<file path="config.mk">
export PLATFORM = sky130hd
export DESIGN_NAME = pcx_rle_planar_to_nibble_decoder_core
export DESIGN_NICKNAME = d
export VERILOG_FILES = /design/src/hw/rtl/pcx_rle_pkg.sv /design/src/hw/rtl/pcx_rle_planar_to_nibble_decoder_core.sv
export SDC_FILE = /design/constraint.sdc
export NUM_CORES = 1
export LEC_CHECK = 0
export BUFFER_PORTS_ARGS = -buffer_cell sky130_fd_sc_hd__buf_2
export CAP_MARGIN = 10
export CORE_AREA = 2 2 344 312
export CTS_CLUSTER_DIAMETER = 150
export CTS_CLUSTER_SIZE = 14
export DETAILED_ROUTE_END_ITERATION = 8
export DIE_AREA = 0 0 346 314
export PLACE_DENSITY_LB_ADDON = 0.1
export REMOVE_ABC_BUFFERS = 1
export SLEW_MARGIN = 25
export SYNTH_ARGS = -nofsm -noshare
export SYNTH_HDL_FRONTEND = slang
export SYNTH_SLANG_ARGS = --single-unit
</file>
<file path="constraint.sdc">
create_clock -name i_clk -period 8.5 [get_ports i_clk]
set_input_delay 0 -clock i_clk [delete_from_list [all_inputs] [get_ports i_clk]]
set_output_delay 0 -clock i_clk [all_outputs]
set_load 0.01 [all_outputs]
</file>
<file path="src/hw/rtl/pcx_rle_pkg.sv">
// Shared types and constants for the PCX planar RLE to nibble decoder.
// No dependencies.
`default_nettype none

package pcx_rle_pkg;

    localparam int LINE_STORE_BYTES = 128;
    localparam int MAX_GROUPS       = 32;
    localparam int BPL_CAP          = (LINE_STORE_BYTES / 4 > MAX_GROUPS) ?
                                      MAX_GROUPS : LINE_STORE_BYTES / 4;
    localparam int ADDR_W           = $clog2(LINE_STORE_BYTES);
    localparam int WP_W             = ADDR_W + 1;

    localparam int BPL_W   = 6;
    localparam int WIDTH_W = 8;
    localparam int ROWS_W  = 10;
    localparam int CFG_W   = 10;
    localparam int IDX_W   = 2;

    localparam logic [7:0] RUN_MARK = 8'hC0;

    localparam logic [IDX_W-1:0] CFG_BPL   = 2'd0;
    localparam logic [IDX_W-1:0] CFG_WIDTH = 2'd1;
    localparam logic [IDX_W-1:0] CFG_ROWS  = 2'd2;

    localparam logic [2:0] VB_HALF = 3'd2;
    localparam logic [2:0] VB_FULL = 3'd4;

    typedef enum logic [1:0] {
        ST_IDLE,
        ST_WRITE,
        ST_READ,
        ST_PUSH
    } t_state;

endpackage

`default_nettype wire

</file>
<file path="src/hw/rtl/pcx_rle_planar_to_nibble_decoder_core.sv">
// A literal is stored in its accept cycle; a run's data byte is stored in its accept cycle and
// its further copies are written while input is stalled. A line-completing beat starts emission:
// per group, 4 line-store reads then a push, which waits while the output is stalled.
// Throughput is set by the single-port line store: one byte written or read per cycle.
// Reset (i_rst_n low, synchronous) clears control and counters and sets config to BPL 1,
// width 1, rows 0; the line store is not cleared, it is always written before it is read.
`default_nettype none

module pcx_rle_planar_to_nibble_decoder_core (
    input  wire logic                              i_clk,
    input  wire logic                              i_rst_n,
    // config write channel
    input  wire logic                              i_cfg_valid,
    output logic                                   o_cfg_ready,
    input  wire logic [pcx_rle_pkg::IDX_W-1:0]     i_cfg_index,
    input  wire logic [pcx_rle_pkg::CFG_W-1:0]     i_cfg_data,
    // compressed input
    input  wire logic                              i_in_valid,
    output logic                                   o_in_stall,
    input  wire logic [7:0]                        i_code_byte,
    input  wire logic                              i_first_of_image,
    // pixel output
    output logic                                   o_out_valid,
    input  wire logic                              i_out_stall,
    output logic [7:0]                             o_pixel_pair_0,
    output logic [7:0]                             o_pixel_pair_1,
    output logic [7:0]                             o_pixel_pair_2,
    output logic [7:0]                             o_pixel_pair_3,
    output logic [2:0]                             o_valid_bytes,
    output logic                                   o_last_in_row,
    output logic                                   o_last_in_image
);
    import pcx_rle_pkg::*;

    function automatic logic [7:0] pack_pair(input logic [7:0] r, input logic [7:0] g,
                                             input logic [7:0] b, input logic [7:0] a,
                                             input logic [1:0] k);
        logic [2:0] hi;
        logic [2:0] lo;
        hi = 3'd7 - {k, 1'b0};
        lo = 3'd6 - {k, 1'b0};
        return {a[lo], b[lo], g[lo], r[lo], a[hi], b[hi], g[hi], r[hi]};
    endfunction

    // config
    logic [BPL_W-1:0]   r_bpl;
    logic [WIDTH_W-1:0] r_width;
    logic [ROWS_W-1:0]  r_rows;

    // control
    t_state             r_state, n_state;
    logic [WP_W-1:0]    r_wp, n_wp;
    logic               r_await, n_await;
    logic [5:0]         r_pend, n_pend;
    logic [ROWS_W-1:0]  r_rows_done, n_rows_done;
    logic [5:0]         r_count, n_count;
    logic [7:0]         r_code, n_code;
    logic [4:0]         r_group, n_group;
    logic [1:0]         r_phase, n_phase;
    logic [ADDR_W-1:0]  r_addr, n_addr;
    logic               r_out_valid, n_out_valid;

    // payload
    logic [7:0]         r_plane [3];
    logic [7:0]         r_rd_data;
    logic [7:0]         r_pp0, r_pp1, r_pp2, r_pp3;
    logic [2:0]         r_vb;
    logic               r_lrow, r_limg;

    logic [7:0]         line_store [LINE_STORE_BYTES];

    // derived geometry
    logic [BPL_W-1:0]   eff_bpl;
    logic [7:0]         line_len;
    logic [7:0]         eff_width;
    logic [5:0]         groups;

    always_comb begin
        if (r_bpl == '0) begin
            eff_bpl = BPL_W'(1);
        end else if (r_bpl > BPL_W'(BPL_CAP)) begin
            eff_bpl = BPL_W'(BPL_CAP);
        end else begin
            eff_bpl = r_bpl;
        end
        line_len = {eff_bpl, 2'b00};
        if (r_width == '0) begin
            eff_width = 8'd1;
        end else if (r_width > line_len) begin
            eff_width = line_len;
        end else begin
            eff_width = r_width;
        end
        groups = 6'((9'(eff_width) + 9'd3) >> 2);
    end

    // step decode
    logic               accept;
    logic               base_await;
    logic [5:0]         base_pend;
    logic [WP_W-1:0]    base_wp;
    logic [ROWS_W-1:0]  base_rows;
    logic               ignore;
    logic               is_run_head;
    logic               idle_write;
    logic               wr_en;
    logic [5:0]         count_cur;
    logic [WP_W-1:0]    wp_cur;
    logic [WP_W-1:0]    wp_inc;
    logic [7:0]         code_cur;
    logic               line_done;
    logic               more;
    logic               rd_en;
    logic               out_free;
    logic               last_group;
    logic               last_image;
    logic               half_group;

    assign accept      = i_in_valid && (r_state == ST_IDLE);
    assign base_await  = i_first_of_image ? 1'b0 : r_await;
    assign base_pend   = i_first_of_image ? '0 : r_pend;
    assign base_wp     = i_first_of_image ? '0 : r_wp;
    assign base_rows   = i_first_of_image ? '0 : r_rows_done;
    assign ignore      = base_rows >= r_rows;
    assign is_run_head = i_code_byte > RUN_MARK;
    assign idle_write  = accept && !ignore &&
                         (base_await ? (base_pend != '0) : !is_run_head);

    assign count_cur = (r_state == ST_IDLE) ? (base_await ? base_pend : 6'd1) : r_count;
    assign wp_cur    = (r_state == ST_IDLE) ? base_wp : r_wp;
    assign code_cur  = (r_state == ST_IDLE) ? i_code_byte : r_code;
    assign wp_inc    = wp_cur + WP_W'(1);
    assign line_done = wp_inc >= WP_W'(line_len);
    assign more      = (count_cur > 6'd1) && !line_done;

    assign out_free   = !r_out_valid || !i_out_stall;
    assign last_group = (6'(r_group) + 6'd1) == groups;
    assign last_image = (11'(r_rows_done) + 11'd1) == 11'(r_rows);
    assign half_group = eff_width < ({1'b0, r_group, 2'b00} + 8'd4);

    // next state
    always_comb begin
        n_state = r_state;
        case (r_state)
            ST_IDLE, ST_WRITE: begin
                if (wr_en) begin
                    if (line_done) begin
                        n_state = ST_READ;
                    end else if (more) begin
                        n_state = ST_WRITE;
                    end else begin
                        n_state = ST_IDLE;
                    end
                end
            end
            ST_READ: begin
                if (r_phase == 2'd3) begin
                    n_state = ST_PUSH;
                end
            end
            ST_PUSH: begin
                if (out_free) begin
                    n_state = last_group ? ST_IDLE : ST_READ;
                end
            end
            default: n_state = ST_IDLE;
        endcase
    end

    // state outputs
    always_comb begin
        o_in_stall  = 1'b1;
        wr_en       = 1'b0;
        rd_en       = 1'b0;
        case (r_state)
            ST_IDLE: begin
                o_in_stall = 1'b0;
                wr_en      = idle_write;
            end
            ST_WRITE: wr_en = 1'b1;
            ST_READ:  rd_en = 1'b1;
            ST_PUSH:  ;
            default:  ;
        endcase
    end

    // datapath next values
    always_comb begin
        n_wp        = r_wp;
        n_await     = r_await;
        n_pend      = r_pend;
        n_rows_done = r_rows_done;
        n_count     = r_count;
        n_code      = r_code;
        n_group     = r_group;
        n_phase     = r_phase;
        n_addr      = r_addr;
        n_out_valid = r_out_valid && i_out_stall;

        if (accept) begin
            n_wp        = base_wp;
            n_rows_done = base_rows;
            n_await     = base_await;
            n_pend      = base_pend;
            if (!ignore) begin
                if (base_await) begin
                    n_await = 1'b0;
                    n_pend  = '0;
                end else if (is_run_head) begin
                    n_await = 1'b1;
                    n_pend  = 6'(i_code_byte - RUN_MARK);
                end
            end
        end

        if (wr_en) begin
            n_wp    = wp_inc;
            n_count = count_cur - 6'd1;
            n_code  = code_cur;
            if (line_done) begin
                n_group = '0;
                n_phase = '0;
                n_addr  = '0;
            end
        end

        if (r_state == ST_READ) begin
            n_phase = r_phase + 2'd1;
            n_addr  = (r_phase == 2'd3) ? ADDR_W'(r_group) + ADDR_W'(1)
                                        : r_addr + ADDR_W'(eff_bpl);
        end

        if (r_state == ST_PUSH && out_free) begin
            n_out_valid = 1'b1;
            if (last_group) begin
                n_wp        = '0;
                n_rows_done = r_rows_done + ROWS_W'(1);
            end else begin
                n_group = r_group + 5'd1;
                n_phase = '0;
            end
        end
    end

    always_ff @(posedge i_clk) begin
        if (!i_rst_n) begin
            r_state     <= ST_IDLE;
            r_wp        <= '0;
            r_await     <= 1'b0;
            r_pend      <= '0;
            r_rows_done <= '0;
            r_count     <= '0;
            r_group     <= '0;
            r_phase     <= '0;
            r_addr      <= '0;
            r_out_valid <= 1'b0;
            r_bpl       <= BPL_W'(1);
            r_width     <= WIDTH_W'(1);
            r_rows      <= '0;
        end else begin
            r_state     <= n_state;
            r_wp        <= n_wp;
            r_await     <= n_await;
            r_pend      <= n_pend;
            r_rows_done <= n_rows_done;
            r_count     <= n_count;
            r_group     <= n_group;
            r_phase     <= n_phase;
            r_addr      <= n_addr;
            r_out_valid <= n_out_valid;
            if (i_cfg_valid && o_cfg_ready) begin
                case (i_cfg_index)
                    CFG_BPL:   r_bpl   <= i_cfg_data[BPL_W-1:0];
                    CFG_WIDTH: r_width <= i_cfg_data[WIDTH_W-1:0];
                    CFG_ROWS:  r_rows  <= i_cfg_data[ROWS_W-1:0];
                    default:   ;
                endcase
            end
        end
    end

    always_ff @(posedge i_clk) begin
        r_code <= n_code;
    end

    // line store: one write or one read per cycle
    always_ff @(posedge i_clk) begin
        if (wr_en) begin
            line_store[wp_cur[ADDR_W-1:0]] <= code_cur;
        end
        if (rd_en) begin
            r_rd_data <= line_store[r_addr];
        end
    end

    // plane bytes land in the cycle after their read; plane 3 stays in r_rd_data
    always_ff @(posedge i_clk) begin
        if (r_state == ST_READ) begin
            case (r_phase)
                2'd1:    r_plane[0] <= r_rd_data;
                2'd2:    r_plane[1] <= r_rd_data;
                2'd3:    r_plane[2] <= r_rd_data;
                default: ;
            endcase
        end
    end

    always_ff @(posedge i_clk) begin
        if (r_state == ST_PUSH && out_free) begin
            r_pp0  <= pack_pair(r_plane[0], r_plane[1], r_plane[2], r_rd_data, 2'd0);
            r_pp1  <= pack_pair(r_plane[0], r_plane[1], r_plane[2], r_rd_data, 2'd1);
            r_pp2  <= half_group ? 8'd0 :
                      pack_pair(r_plane[0], r_plane[1], r_plane[2], r_rd_data, 2'd2);
            r_pp3  <= half_group ? 8'd0 :
                      pack_pair(r_plane[0], r_plane[1], r_plane[2], r_rd_data, 2'd3);
            r_vb   <= half_group ? VB_HALF : VB_FULL;
            r_lrow <= last_group;
            r_limg <= last_group && last_image;
        end
    end

    assign o_cfg_ready     = 1'b1;
    assign o_out_valid     = r_out_valid;
    assign o_pixel_pair_0  = r_pp0;
    assign o_pixel_pair_1  = r_pp1;
    assign o_pixel_pair_2  = r_pp2;
    assign o_pixel_pair_3  = r_pp3;
    assign o_valid_bytes   = r_vb;
    assign o_last_in_row   = r_lrow;
    assign o_last_in_image = r_limg;

endmodule

`default_nettype wire

</file>
==> results of run 1 <==
==> how the worst min path moves through the flow <==
| stage | start | end | depth (start not counted) | slack (ns) |
|---|---|---|---|---|
| floorplan | i_rst_n | r_bpl[0] | 1 | 0.06 |
| global placement | i_cfg_data[8] | r_rows[8] | 3 | 0.24 |
| detailed placement | i_cfg_data[8] | r_rows[8] | 3 | 0.25 |
| CTS | i_cfg_data[8] | r_rows[8] | 4 | 0.07 |
| global route | i_cfg_data[8] | r_rows[8] | 4 | 0.13 |
| finish | i_cfg_data[8] | r_rows[8] | 4 | 0.12 |
==> metrics by stage <==
| stage | setup WS [ns] | total power [mW] | utilization | setup TNS (ns) | hold WS [ns] |
|---|---|---|---|---|---|
| 5_1_grt | 3.26 | 11.0 | 0.494 | 0 | 0.128 |
| 2_1_floorplan | -4.08 | 6.68 | - | -57.00 | 0.0619 |
| 3_5_place_dp | 3.49 | 6.83 | 0.467 | 0 | 0.248 |
| 4_1_cts | 3.45 | 10.8 | 0.494 | 0 | 0.0663 |
| 6_report | 3.55 | 10.7 | 0.494 | 0 | 0.118 |
| 3_3_place_gp | 3.58 | 6.83 | 0.466 | 0 | 0.236 |
==> placed cells by master, fill, tap and decap left out, types with 24 or more instances in the layout <==
cell	Yosys	layout
nand3_1	39	39
and2_1	24	24
a21oi_1	53	52
mux4_2	336	336
edfxtp_1	1100	1100
mux2i_1	31	31
nor2_1	209	208
buf_2	25	63
inv_1	36	36
clkbuf_16	0	96
dfxtp_1	72	68
buf_4	4	25
ha_1	42	42
dlygate4sd3_1	0	36
nand2_1	93	80
==> area by class of cell <==
cell class	instances	share of cell area
Tap cell	1380	0.0333
Clock buffer	113	0.0475
Clock inverter	5	0.00140
Timing Repair Buffer	130	0.0191
Inverter	38	0.00275
Sequential cell	1172	0.665
Multi-Input combinational cell	1052	0.231
==> cell families after synthesis <==
logic type,after synthesis
AOI/OAI and AO/OA,146
adders and majority gates,43
buffers and inverters,160
xor gates and xnor gates,27
other,2
DFF,1172
and+or+nand+nor,456
muxes,378
==> routing by layer <==
| metal | vias up | share of wire | track usage |
|---|---|---|---|
| li1 | 9821 | - | - |
| met1 | 12400 | 0.44 | 0.322 |
| met2 | 914 | 0.47 | 0.335 |
| met3 | 137 | 0.072 | 0.0343 |
| met4 | 0 | 0.020 | 0.0485 |
| met5 | - | 0 | 0 |
==> flip-flops by register name, summed over array words and instances (netlist names), 2 cells and up <==
name and flops:
line_store 1024, r_count 6, o_valid_bytes 2, r_width 8
r_code 8, o_pixel_pair_2 8, r_bpl 6, o_pixel_pair_0 8
r_rows 10, o_pixel_pair_1 8, r_rows_done 10, r_group 5
r_state 2, r_phase 2, r_plane 24, r_pend 6
r_addr 7, r_rd_data 8, r_wp 8, o_pixel_pair_3 8
==> power by group <==
group / switching, mW / leakage [nW] / internal (mW) / total, mW
Combinational: 0.262 / 4.05 / 0.0979 / 0.360
Clock: 1.93 / 1.24 / 2.05 / 3.98
Sequential: 0.00954 / 10.5 / 6.34 / 6.35
Total: 2.20 / 15.8 / 8.49 / 10.7
==> worst max-delay path, delay by kind of cell (launching register included) <==
family                     cells  cell delay, ns
DFF                            1            0.47
adders and majority gates      1            0.29
and+or+nand+nor                5            2.20
buffers and inverters          1            0.28
AOI/OAI and AO/OA              5            1.33
==> repair_timing <==
| item | 4_1_cts | 5_1_grt |
|---|---|---|
| hold endpoints to repair | 51 | 0 |
| setup buffers | 0 | 0 |
| hold buffers | 36 | 0 |
==> impl_metrics.yaml, run 1 <==
status:
  status: "finished, final reports clean"
pwr:
  p_per_area_nw_per_um2: 206
  leakage_nw: 15.8
  peakVddDrop_uv: 141
setup_path:
  cp.arrival_ns: 5.24
  crit_fanout: 32
  end_kind: "flip-flop"
  worst-setup-path-type: "flip-flop to flip-flop"
  critPathSlowestCell: "nor4b_2"
  r2r_start: "r_rows_done[0]"
  r2r_cells: 12
  cp-start-kind: "flip-flop"
  regToRegEndpoint: "line_store[72][1]"
  crit_path_end: "line_store[72][1]"
  r2r_setup_slack_ns: 3.55
  required_ns: 8.79
  max_stage_delay_ns: 0.78
  crit_chain: "nand2b_1, ha_1, nand2b_1, a21o_1, a21oi_1, o21ai_0, a221oi_1, a31oi_4, buf_4, nor4b_2, nand2_1, nor2_1"
  critical_path.most_common_cell: "nand2b_1"
  crit_start: "r_rows_done[0]"
timing:
  min_period_ns: 4.95
  worst_pin_slew_ns: 1.09
  maxSlewHeadroom: 0.270
  drv_slew: 0
  skew_ns: 0.0326
  fin_crit_sh: 0.583
  max_freq_mhz: 202
  rsz0062_at_grt: "no"
  hold_violations: 0
  setup_viol: 0
finish:
  seqCellArea_um2: 34500
  nets: 2556
  area_delta_synth_final_pct: 10.4
  multi_input_area_um2: 12000
  n_fill_cell: 8371
  fin_cells: 3890
  antenna_cells: 0
  drive_above_1_share: 0.233
  fin_area_um2: 51900
clock_network:
  cts_resized: 0
  cts_tree: "built"
  clk_pin_slew_ns: 0.07
  cts-root-buf: "clkbuf_16"
  cts.sink_count: 1172
  cts_inserted_buffers: 93
  h-tree-depth: 3
  clkLatencyLatePin_ns: 0.68
  max-clock-path-buffers: 3
yosys:
  async_reset_ff_frac: 0
  avgSynthCellArea_um2: 19.7
  syn_inst: 2384
  synth.yosys.seq_area_share: 0.734
  synth_cell_types: 72
  synthTopCellsByCount: "edfxtp_1 (1100), mux4_2 (336), nor2_1 (209)"
  yosys.area_share.simple: 0.0452
  synth_top_area_share: 0.703
  netlist_area_um2: 47000
  synth-compound-area-share: 0.0203
  synth_ff_type: "edfxtp_1"
  synth.most_common_cell: "edfxtp_1"
  synth-seq-cells: 1172
  muxShareOfSynthArea: 0.170
  synth.area.top_cells: "edfxtp_1 (70%), mux4_2 (16%), dfxtp_1 (3.1%)"
  synthAdderAreaFrac: 0.0116
  synth_top_area_cell: "edfxtp_1"
  yosys_warnings: 0
  synthXorXnorAreaFrac: 0.00503
  synth_top_family_by_area: "multiplexers"
  synth_edf_count: 1100
global_routing:
  grt_pass1_wl_um: 169000
  antenna_found_initial: 6
  grt_pass1_vias: 23200
  grt_use_total: 0.215
  grt_overflow: 0
  grt_max_degree: 148
hold_path:
  hold_path_class: "input port to flip-flop"
die:
  rows: 113
  io_pins: 66
  initial_core_util: 0.448
  die_area_um2: 109000
  die_x_um: 346
  coreArea_um2: 105000
  dieHeight_um: 314
routing:
  viasPerCell: 5.97
  antenna_left: 0
  drt_iter0_markers: 2392
  via_count: 23200
  wl_um: 116000
  drc: 0
  routedWlPerCell_um: 29.8
  dr.pass1.iters: 5
placed_design:
  dp.cells: 3735
  port_buffers: 63
  routabilityCongestion: 0.814
  hpwlAfterDp_um: 70300
  dpl_cell_area_um2: 48900
job:
  drv_cap: 0
Power figures use the tool's default switching activity.
==> inputs of run 2 (changes only) <==
- clock period: 8.5 -> 4.9 ns (I/O delays scaled with it)
==> run 2 against run 1 <==
Register-to-register slack got worse by 2.6 ns. Combinational power rose by 70%. Die area did not move. Wire length fell by 1.4%. Final cell count rose by 2.1%. Clock power rose by 72%. Total power rose by 73%. Critical endpoint is now line_store[99][3]. Largest cell class unchanged. Largest power group unchanged.
==> impl_metrics.yaml, run 2 (synthesis gave the netlist of run 1 again) <==
global_routing:
  grt_max_degree: 92
  busiest_layer: "met2"
  antenna_found_initial: 8
  grt_pass1_vias: 23400
  use_met2: 0.332
  grt_use_met3: 0.0332
  grt_use_total: 0.212
  met1_usage: 0.316
  grt_overflow: 0
  grt_pass1_wl_um: 167000
finish:
  fin_cells: 3971
  drive_above_1_share: 0.255
  antenna_cells: 0
  layout_common_cells: "edfxtp_1 (1100), mux4_2 (336), nor2_1 (208)"
  layout.cells.most_common: "edfxtp_1"
  largest_reg_flops: 1024
  nets: 2639
  utilization: 0.501
  area_delta_synth_final_pct: 11.8
  fin_area_um2: 52500
timing:
  hold_violations: 0
  min_period_ns: 3.97
  drv_slew: 0
  rsz0062_at_grt: "no"
  setup_tns_ns: 0
  max_freq_mhz: 252
  worst_pin_slew_ns: 0.987
  finalWorstSetupSlack_ns: 0.933
  hold_ws_ns: 0.120
  maxSlewHeadroom: 0.342
  skew_ns: 0.0297
  setup_viol: 0
  fin_crit_sh: 0.810
placed_design:
  hpwlAfterDp_um: 72100
  pre_cts_ws_ns: 0.940
  dpl_cell_area_um2: 49700
  routabilityCongestion: 0.798
  dp.cells: 3820
  port_buffers: 63
clock_network:
  post_cts_buffers: 0
  cts_resized: 0
  cts_tree: "built"
  cts-root-buf: "clkbuf_16"
  cts_inserted_buffers: 93
  clkLatencyLatePin_ns: 0.69
  cts.sink_count: 1172
  hold_buffers: 35
  max-clock-path-buffers: 3
  clk_pin_slew_ns: 0.07
  h-tree-depth: 3
setup_path:
  cp.arrival_ns: 4.26
  crit_chain: "nand2b_1, ha_1, nand2b_1, a21o_1, a21oi_1, o21ai_0, a221oi_1, buf_4, a31oi_4, nor3_2, buf_4, o21ai_1, nor2_1"
  cp-start-kind: "flip-flop"
  end_kind: "flip-flop"
  worst-setup-path-type: "flip-flop to flip-flop"
  crit_fanout: 10
  required_ns: 5.19
  max_stage_delay_ns: 0.69
  critPathSlowestCell: "nor2_1"
routing:
  viasPerCell: 5.87
  via_count: 23300
  wl_um: 114000
  drt_iter0_markers: 2371
  routedWlPerCell_um: 28.8
  dr.pass1.iters: 5
  drc: 0
  antenna_left: 0
die:
  initial_core_util: 0.448
  die_x_um: 346
  io_pins: 66
  rows: 113
  coreArea_um2: 105000
  dieHeight_um: 314
  die_area_um2: 109000
pwr:
  peakVddDrop_uv: 240
  finalPower_mw: 18.5
  p_per_area_nw_per_um2: 351
  leakage_nw: 16.2
hold_path:
  hold_path_class: "input port to flip-flop"
job:
  drv_cap: 0
status:
  status: "finished, final reports clean"
==> run 2: changes by cell type in the layout (fill, tap and decap cells not counted), sizes merged <==
cell,delta
clkbuf,-2
buf,+84
dlygate4sd3,-1
==> run 2: area by class of cell <==
class / count / area (um^2)
Clock buffer: 111 / 2420
Clock inverter: 5 / 83.8
Fill cell: 8417 / 52400
Inverter: 38 / 143
Multi-Input combinational cell: 1052 / 12000
Sequential cell: 1172 / 34500
Tap cell: 1380 / 1730
Timing Repair Buffer: 213 / 1670
==> run 2: critical path: cells and delay by family (launching register included) <==
kind                       cells  cell delay, ns
adders and majority gates      1            0.28
and+or+nand+nor                4            1.18
AOI/OAI and AO/OA              6            1.29
DFF                            1            0.44
buffers and inverters          2            0.39
==> run 2: report_power, final <==
part,internal (mW),switching [mW],leakage (nW)
Clock,3.50,3.33,1.22
Sequential,11.0,0.0180,10.5
Combinational,0.182,0.431,4.50
==> run 2: path summary, 6_finish.rpt <==
path	to	cells after the start	slack [ns]	startpoint
setup / recovery	line_store[99][3]	13	0.93	r_rows_done[0]
hold reg to reg	o_pixel_pair_1[2]	0	0.42	r_plane[0][21]
setup reg to reg	line_store[99][3]	13	0.93	r_rows_done[0]
hold / removal	r_rows[9]	4	0.12	i_cfg_data[9]
==> run 2: per-layer routing <==
layer | routed length [um] | vias to the layer above
met1 | 51800 | 12400
met5 | 0 | -
met2 | 53700 | 733
li1 | - | 9985
met4 | 2440 | 0
met3 | 6490 | 141
